### src/rtl/upn_pkg.sv
`timescale 1ns / 1ps
// shared types and constants of the url path normalizer
package upn_pkg;

   // default store depth in bytes
   localparam int PATH_BYTES_DEF = 512;

   // fixed field widths
   localparam int BYTE_W = 8;
   localparam int ADDR_W = 9;
   localparam int LEN_W  = 9;
   localparam int ERR_W  = 2;

   // characters and two-character patterns
   localparam logic [BYTE_W-1:0]   CH_SLASH      = 8'h2F;
   localparam logic [BYTE_W-1:0]   CH_DOT        = 8'h2E;
   localparam logic [2*BYTE_W-1:0] PAIR_DOTDOT   = {CH_DOT, CH_DOT};
   localparam logic [2*BYTE_W-1:0] PAIR_SLASHDOT = {CH_SLASH, CH_DOT};
   localparam logic [2*BYTE_W-1:0] RECENT_RESET  = {8'h00, CH_SLASH};

   // error codes reported on the terminator word
   typedef enum logic [ERR_W-1:0] {
      ERR_NONE     = 2'd0,
      ERR_NO_SLASH = 2'd1,
      ERR_TOO_LONG = 2'd2
   } err_type;

   // controller states
   typedef enum logic [2:0] {
      ST_IDLE,
      ST_STEP,
      ST_SCAN_REQ,
      ST_SCAN_CHK,
      ST_TAIL_RD1,
      ST_TAIL_RD2,
      ST_TAIL_FIN
   } state_type;

   // commands from controller to datapath
   typedef struct packed {
      logic load;
      logic step;
      logic scan_rd;
      logic scan_chk;
      logic tail_rd1;
      logic tail_rd2;
      logic tail_fin;
   } cmd_type;

   // status from datapath to controller
   typedef struct packed {
      logic out_free;
      logic need_scan;
      logic last;
      logic scan_hit;
   } status_type;

endpackage

### src/rtl/upn_ctrl.sv
`timescale 1ns / 1ps
// controller state machine of the url path normalizer
module upn_ctrl
   import upn_pkg::*;
(
   input  logic       clock,
   input  logic       reset,
   input  logic       req_valid,
   output logic       req_stall,
   input  status_type status,
   output cmd_type    cmd
);

   state_type state_ff;
   state_type state_in;

   // state register
   always_ff @(posedge clock) begin
      if (reset) begin
         state_ff <= ST_IDLE;
      end else begin
         state_ff <= state_in;
      end
   end

   // next state and commands
   always_comb begin
      state_in  = state_ff;
      cmd       = '0;
      req_stall = 1'b1;
      case (state_ff)
         ST_IDLE: begin
            req_stall = 1'b0;
            if (req_valid) begin
               cmd.load = 1'b1;
               state_in = ST_STEP;
            end
         end
         ST_STEP: begin
            if (status.out_free) begin
               cmd.step = 1'b1;
               if (status.need_scan) begin
                  state_in = ST_SCAN_REQ;
               end else if (status.last) begin
                  state_in = ST_TAIL_RD1;
               end else begin
                  state_in = ST_IDLE;
               end
            end
         end
         ST_SCAN_REQ: begin
            cmd.scan_rd = 1'b1;
            state_in    = ST_SCAN_CHK;
         end
         ST_SCAN_CHK: begin
            cmd.scan_chk = 1'b1;
            if (!status.scan_hit) begin
               state_in = ST_SCAN_REQ;
            end else if (status.last) begin
               state_in = ST_TAIL_RD1;
            end else begin
               state_in = ST_IDLE;
            end
         end
         ST_TAIL_RD1: begin
            cmd.tail_rd1 = 1'b1;
            state_in     = ST_TAIL_RD2;
         end
         ST_TAIL_RD2: begin
            cmd.tail_rd2 = 1'b1;
            state_in     = ST_TAIL_FIN;
         end
         ST_TAIL_FIN: begin
            if (status.out_free) begin
               cmd.tail_fin = 1'b1;
               state_in     = ST_IDLE;
            end
         end
         default: begin
            state_in = ST_IDLE;
         end
      endcase
   end

endmodule

### config.mk
export PLATFORM = sky130hd
export DESIGN_NAME = upn_ctrl
export DESIGN_NICKNAME = d
export VERILOG_FILES = /design/src/rtl/upn_pkg.sv /design/src/rtl/upn_ctrl.sv
export SDC_FILE = /design/constraint.sdc
export NUM_CORES = 1
export LEC_CHECK = 0
export ABC_AREA = 1
export BUFFER_PORTS_ARGS = -buffer_cell sky130_fd_sc_hd__buf_2
export CAP_MARGIN = 30
export CORE_AREA = 8 8 45 47
export DETAILED_ROUTE_END_ITERATION = 10
export DIE_AREA = 0 0 53 55
export GPL_TIMING_DRIVEN = 0
export SLEW_MARGIN = 30
export SYNTH_ARGS = -nofsm -noshare
export SYNTH_HDL_FRONTEND = slang
export SYNTH_SLANG_ARGS = --single-unit
### constraint.sdc
create_clock -name clock -period 2.2 [get_ports clock]
set_input_delay 0 -clock clock [delete_from_list [all_inputs] [get_ports clock]]
set_output_delay 0 -clock clock [all_outputs]
set_load 0.01 [all_outputs]
# --- Word level (Yosys, flattened, before mapping) ---
# Cells that the tools add are included.
totals:
  input_bits: 7
  regBits: 3
op_classes:
  muxes: 17
  reduce_logical: 2
  eq_ne: 9
op_table:
  columns: ["op", "count"]
  rows:
  - ["one-hot mux 3 bit (7 select lines)", 1]
  - ["2-to-1 mux 3 bit", 6]
  - ["2-to-1 mux 1 bit", 10]
  - ["== test 3 bit (second input constant)", 3]
  - ["== test 3 x 2 -> 1 bit (second input constant)", 2]
  - ["inequality test 2 bit (second input constant)", 3]
  - ["== test 3 x 1 -> 1 bit (second input constant)", 1]
  - ["zero test 3 bit", 1]
  - ["AND reduction 3 bit", 1]

# --- Longest topological paths before layout ---
# Gate-level depths: netlist of run 1.
logic_depth:
  depth_word: 4
  ltp_mapped: 9
  ltp_nobuf: 8

# --- Worst setup path after synthesis of run 1 ---
# OpenSTA, ideal clock, no wires.
synth_path:
  path_kind: "reg2reg"
  from: "register state_ff[2]"
  to: "register state_ff[0]"
  setup_slack_ns: 1.148
  t_required_ns: 2.091
  arrival_ns: 0.943
  path_stages_with_launch: 10
  n_path_buf: 1
  synth_period_minus_slack_ns: 1.052
  path_cell_list: "dfxtp_1 > buf_4 > nand2_2 > nor2_1 > nand2_1 > nand2_1 > nor2_1 > nand2_1 > nand2_1 > nor2_2"
synth_via:
  elab_chain_cells: 3
synth_rtl:
  columns: ["element", "line_no", "source"]
  rows:
  - ["start: declaration", "upn_ctrl.sv:14", "state_type state_ff;"]
  - ["start signal: assignment", "upn_ctrl.sv:22", "state_ff <= state_in;"]
  - ["== test 3 x 1 -> 1 bit, or another cell as far along", "upn_ctrl.sv:31", "case (state_ff)"]
  - ["inequality test 2 bit (no source line)", null, null]
  - ["AND reduction 3 bit (no source line)", null, null]
# Parallel ways exist; a longest one is shown, timed or not.
# A chain may end at the register's enable or synchronous reset.

==> flow_summary.ini, run 1 <==
[critical_path]
end_kind = output pin
cpMaxStageDelayCell = dfxtp_1
max_stage_delay_ps = 440
worstReg2RegStart = state_ff[1]$_SDFFE_PP0P_
r2r_end = state_ff[0]$_SDFFE_PP0P_
crit_path_start_kind = flop
path_class = flop to output pin
crit_family = flip-flops
required_ps = 2200
path_depth = 5
r2r_cells = 7
cp.arrival_ps = 1240
path_max_fanout = 6
path_cells = inv_2 -> nor2_4 -> inv_2 -> nor3_1 -> buf_2
r2r_slack_ps = 1070
path_buf_inv = 3
crit_top_cell = inv_2

[finish]
instances_no_fill = 88
finalNetCount = 80
area_growth_pct = 41.2
top_regs = state_ff (3)
n_antenna_cell = 0
final_layout_size_suffix_gt1_share_pct = 44.4
largest_reg_flops = 3
regMostFlops = state_ff

[sta]
timing.final.crit_share_pct = 56.3
clock_skew_ps = 0.0342
fmax_ghz = 0.808
setup_total_negative_slack_ps = 0
rsz0062_at_grt = no
maxSlewViolCount = 0
slew_headroom_pct = 81.2
finalHoldViolations = 0
period_needed_ps = 1240
setup_viol_count_final = 0
setup_ws_ps = 962
worst_pin_slew_ps = 281
hold-worst-slack_ps = 125

[yosys]
syn_area_um2 = 307
avgSynthCellArea_um2 = 5.78
ys_top_cells_by_area = dfxtp_1, nand2_1, nor2_1
seq_area_frac_synth_pct = 19.6
synthTopCellsByCount = nand2_1, nor2_1, inv_2, inv_1, nor3_1
yosys.area.top_type_share_pct = 19.6
synth-edff-count = 0
synth.most_common_cell = nand2_1
synth-async-reset-ratio_pct = 0
synth_fp_nets = 60
ys_seq_elements = 3
synth_cells = 53
yosysWarnings = 0
synthFlopType = dfxtp_1
synth_top_area_cell = dfxtp_1
ys_types = 17

[place]
gp_congestion = 0.819
io_buffers = 14
dpl_worst_slack_ps = 1070
post-dp-hpwl_um = 665
dp_cells = 83

[floorplan]
fp.coreArea_mm2 = 0.00138
die_x_um = 53
die_h_um = 55
placementRows = 14
start_util_pct = 22.2
pin_count = 15
design.die.area_mm2 = 0.00292

[global_route]
grt_pass1_wl_um = 1410
grt_pass1_vias = 336
grt_max_degree = 9
grt_use_total_pct = 6.98
grt_overflow = 0
antenna_found_initial = 0

[worst_hold_path]
hp-class = input pin to flop
min_from = status[3]
min_delay_worst_endpoint = state_ff[2]$_SDFFE_PP0P_
hold_depth = 4

[detailed_routing]
ant_nets = 0
drtPass1Iterations = 4
drt-initial-drc-count = 5
drt-wirelength-per-cell_um = 9.38
drt-total-wl_um = 825
routed_via_density = 4.34
drc = 0
vias = 382

[clock_tree]
postCtsSetupRepairBufs = 0
cts_sinks = 3
clkLatencyLatePin_ps = 240
path_clk_slew_ps = 30
cts_resized = 0
cts-root-buf = clkbuf_4
cts_buffer_depth = 2
cts_tree = yes
numCtsBuffers = 3
htreeDepth = 1

[pwr]
irDropWorstVdd_mv = 0.345
p_leak_nw = 0.255
powerDensity_mw_per_mm2 = 1010

[run]
maxCapViolCount = 0

[outcome]
outcome = finished, final reports clean
-- metal layers --
| layer | GRT usage (%) | wire length, um | vias up |
|---|---|---|---|
| li1 | - | - | 204 |
| met1 | 6.35 | 342 | 162 |
| met2 | 10.7 | 386 | 12 |
| met3 | 3.48 | 63 | 4 |
| met4 | 7.76 | 33 | 0 |
| met5 | 0 | 0 | - |
-- per-stage QoR --
| step | utilization, % | instance area (um^2) | power, mW |
|---|---|---|---|
| after floorplan | - | 307 | 0.271 |
| after CTS | 31.3 | 433 | 0.439 |
| after detailed placement | 28.7 | 397 | 0.341 |
| after global routing | 31.3 | 433 | 0.487 |
| after global placement | 28.7 | 397 | 0.339 |
| final | 31.3 | 433 | 0.435 |
-- where the power goes --
part / internal (mW) / leakage (nW) / switching [mW]
combinational: 0.0900 / 0.215 / 0.146
clock: 0.0681 / 0.0150 / 0.0302
sequential: 0.0715 / 0.0247 / 0.0299
-- repair_timing --
item                       CTS  global route
hold buffers                 1             0
hold endpoints to repair     2             0
setup endpoints to repair    0             0
-- layout by cell type, fill, tap and decap left out, types with 2 or more instances in the layout --
cell type and n:
nor2_1 8, nor3_1 4, nand3_1 3, buf_2 14
nand3_2 2, inv_1 4, nand2_1 14, dfxtp_1 3
clkbuf_4 3, inv_2 5, nor2_2 2
-- cell families (layout without fill, tap and decap cells) --
group | Yosys count | count (layout) | synth area share [%]
buf+inv | 11 | 30 | 15.1
simple gates | 37 | 37 | 62.0
compound gates | 2 | 2 | 3.26
flops | 3 | 3 | 19.6
-- how the worst max path moves through the flow --
stage / startpoint / to / slack, ps
final: state_ff[0]$_SDFFE_PP0P_ / cmd[5] / 960
after global routing: state_ff[0]$_SDFFE_PP0P_ / cmd[5] / 850
after CTS: state_ff[0]$_SDFFE_PP0P_ / cmd[5] / 970
after detailed placement: state_ff[1]$_SDFFE_PP0P_ / state_ff[0]$_SDFFE_PP0P_ / 1070
after global placement: state_ff[0]$_SDFFE_PP0P_ / state_ff[0]$_SDFFE_PP0P_ / 1060
after floorplan: state_ff[2]$_SDFFE_PP0P_ / state_ff[0]$_SDFFE_PP0P_ / 1150
-- layout make-up --
| cell class | instances | area [um^2] |
|---|---|---|
| multi-input cells | 39 | 200 |
| repair buffers | 15 | 80.1 |
| flip-flops and latches | 3 | 60.1 |
| plain buffers | 1 | 7.51 |
| inverters | 10 | 38.8 |
| fillers | 156 | 951 |
| well taps | 16 | 20.0 |
| clock buffers | 4 | 26.3 |
-- worst min-delay path: cells and delay by family --
family	cells	cell delay (ps)
buffers and inverters	2	120
AND/OR/NAND/NOR	1	110
AO/OA/AOI/OAI	1	80
(Power assumes the default switching activity.)
==> run 2, diff against run 1 <==
==> constraint.sdc (replaced) <==
create_clock -name clock -period 1.25 [get_ports clock]
set_input_delay 0 -clock clock [delete_from_list [all_inputs] [get_ports clock]]
set_output_delay 0 -clock clock [all_outputs]
set_load 0.01 [all_outputs]
==> run 2 against run 1 <==
Total power increased by 78%. Combinational power is 76% higher. Clock skew unchanged. Global-route usage did not move. Non-clock buffer count unchanged. Sequential share of layout area rose by 0.49 points. Die area unchanged. Routed wire length is the same. Final cell count unchanged. Core utilization is 0.18 points higher. Largest cell class unchanged. Highest routed layer unchanged.
==> flow_summary.ini, run 2 (same netlist as run 1, synthesis figures left out) <==
[critical_path]
path_buf_inv = 3
path_cells = inv_2 -> nor2_4 -> inv_2 -> nor3_1 -> buf_2
crit_family = flip-flops
end_kind = output pin
cpMaxStageDelayCell = dfxtp_2
required_ps = 1250
cp.arrival_ps = 1150
path_class = flop to output pin
crit_path_start_kind = flop
crit_top_cell = inv_2
path_max_fanout = 6
max_stage_delay_ps = 380

[sta]
maxSlewViolCount = 0
period_needed_ps = 1150
worst_pin_slew_ps = 160
rsz0062_at_grt = no
fmax_ghz = 0.871
clock_skew_ps = 0.0342
setup_viol_count_final = 0
finalHoldViolations = 0
timing.final.crit_share_pct = 91.9
slew_headroom_pct = 89.2
setup_total_negative_slack_ps = 0
hold-worst-slack_ps = 125

[finish]
instances_no_fill = 88
final_layout_size_suffix_gt1_share_pct = 47.2
area_growth_pct = 42.0
n_antenna_cell = 0
finalNetCount = 80
fillers = 155
layout_common_cells = nand2_1, buf_2, nor2_1
fin_area_um2 = 435
largest_reg_flops = 3
regMostFlops = state_ff
fin_util_pct = 31.5
top_regs = state_ff (3)

[pwr]
powerDensity_mw_per_mm2 = 1780
irDropWorstVdd_mv = 0.608
p_leak_nw = 0.256

[floorplan]
start_util_pct = 22.2
fp.coreArea_mm2 = 0.00138
die_h_um = 55
die_x_um = 53
pin_count = 15
placementRows = 14
design.die.area_mm2 = 0.00292

[clock_tree]
cts_tree = yes
postCtsSetupRepairBufs = 0
cts_sinks = 3
numCtsBuffers = 3
cts-root-buf = clkbuf_4
clkLatencyLatePin_ps = 240
htreeDepth = 1
path_clk_slew_ps = 30
cts_buffer_depth = 2

[place]
gp_congestion = 0.819
dp_cells = 83
dpl_cell_area_um2 = 397
io_buffers = 14
post-dp-hpwl_um = 665

[global_route]
use_met2_pct = 10.7
grt_busiest_layer = met2
grt_overflow = 0
use_met1_pct = 6.35
grt_pass1_wl_um = 1410
antenna_found_initial = 0
grt_max_degree = 9
grt_util_met3_pct = 3.48
grt_use_total_pct = 6.98
grt_pass1_vias = 336

[detailed_routing]
routed_via_density = 4.34
drc = 0
drt-wirelength-per-cell_um = 9.38
drtPass1Iterations = 4
drt-total-wl_um = 825
ant_nets = 0
drt-initial-drc-count = 5
vias = 382

[worst_hold_path]
hp-class = input pin to flop

[outcome]
outcome = finished, final reports clean

[run]
maxCapViolCount = 0
==> run 2: worst reg2reg max path, delay by kind of cell, from the launching register on <==
kind                   cells  cell delay (ps)
and+or+nand+nor            8              580
buffers and inverters      1              160
DFF                        1              290
==> run 2: layer usage <==
| layer | share of wire, % | up-vias |
|---|---|---|
| li1 | - | 204 |
| met1 | 41 | 162 |
| met2 | 47 | 12 |
| met3 | 7.6 | 4 |
| met4 | 4.0 | 0 |
| met5 | 0 | - |
==> run 2: final cells by class <==
type	count	area (um^2)	share of cell area, %
Timing Repair Buffer	15	80.1	18.4
Tap cell	16	20.0	4.60
Clock buffer	4	26.3	6.03
Multi-Input combinational cell	39	200	46.0
Buffer	1	7.51	1.72
Sequential cell	3	62.6	14.4
Inverter	10	38.8	8.91
==> run 2: final timing paths <==
| kind | from | to | slack, ps | cells past startpoint |
|---|---|---|---|---|
| setup reg to reg | state_ff[2]$_SDFFE_PP0P_ | state_ff[0]$_SDFFE_PP0P_ | 120 | 9 |
| hold / removal | status[3] | state_ff[2]$_SDFFE_PP0P_ | 130 | 4 |
| setup / recovery | state_ff[0]$_SDFFE_PP0P_ | cmd[5] | 100 | 5 |
| hold reg to reg | state_ff[1]$_SDFFE_PP0P_ | state_ff[1]$_SDFFE_PP0P_ | 650 | 4 |
==> run 2: report_power, final <==
group | internal (mW) | leakage (nW) | switching, mW
Combinational | 0.159 | 0.215 | 0.256
Sequential | 0.132 | 0.0253 | 0.0526
Clock | 0.120 | 0.0150 | 0.0532
==> run 2: through the flow <==
| step | power, mW | setup slack [ps] |
|---|---|---|
| final | 0.773 | 102 |
| after global routing | 0.865 | 6.51 |
| after global placement | 0.596 | 113 |
| after detailed placement | 0.600 | 115 |
| after CTS | 0.772 | 19.9 |
| after floorplan | 0.477 | 198 |
==> run 2: timing repair <==
item | CTS | global route
hold endpoints to repair | 2 | 0
setup endpoints to repair | 0 | 2
hold buffers | 1 | 0
gates resized for setup | 0 | 2
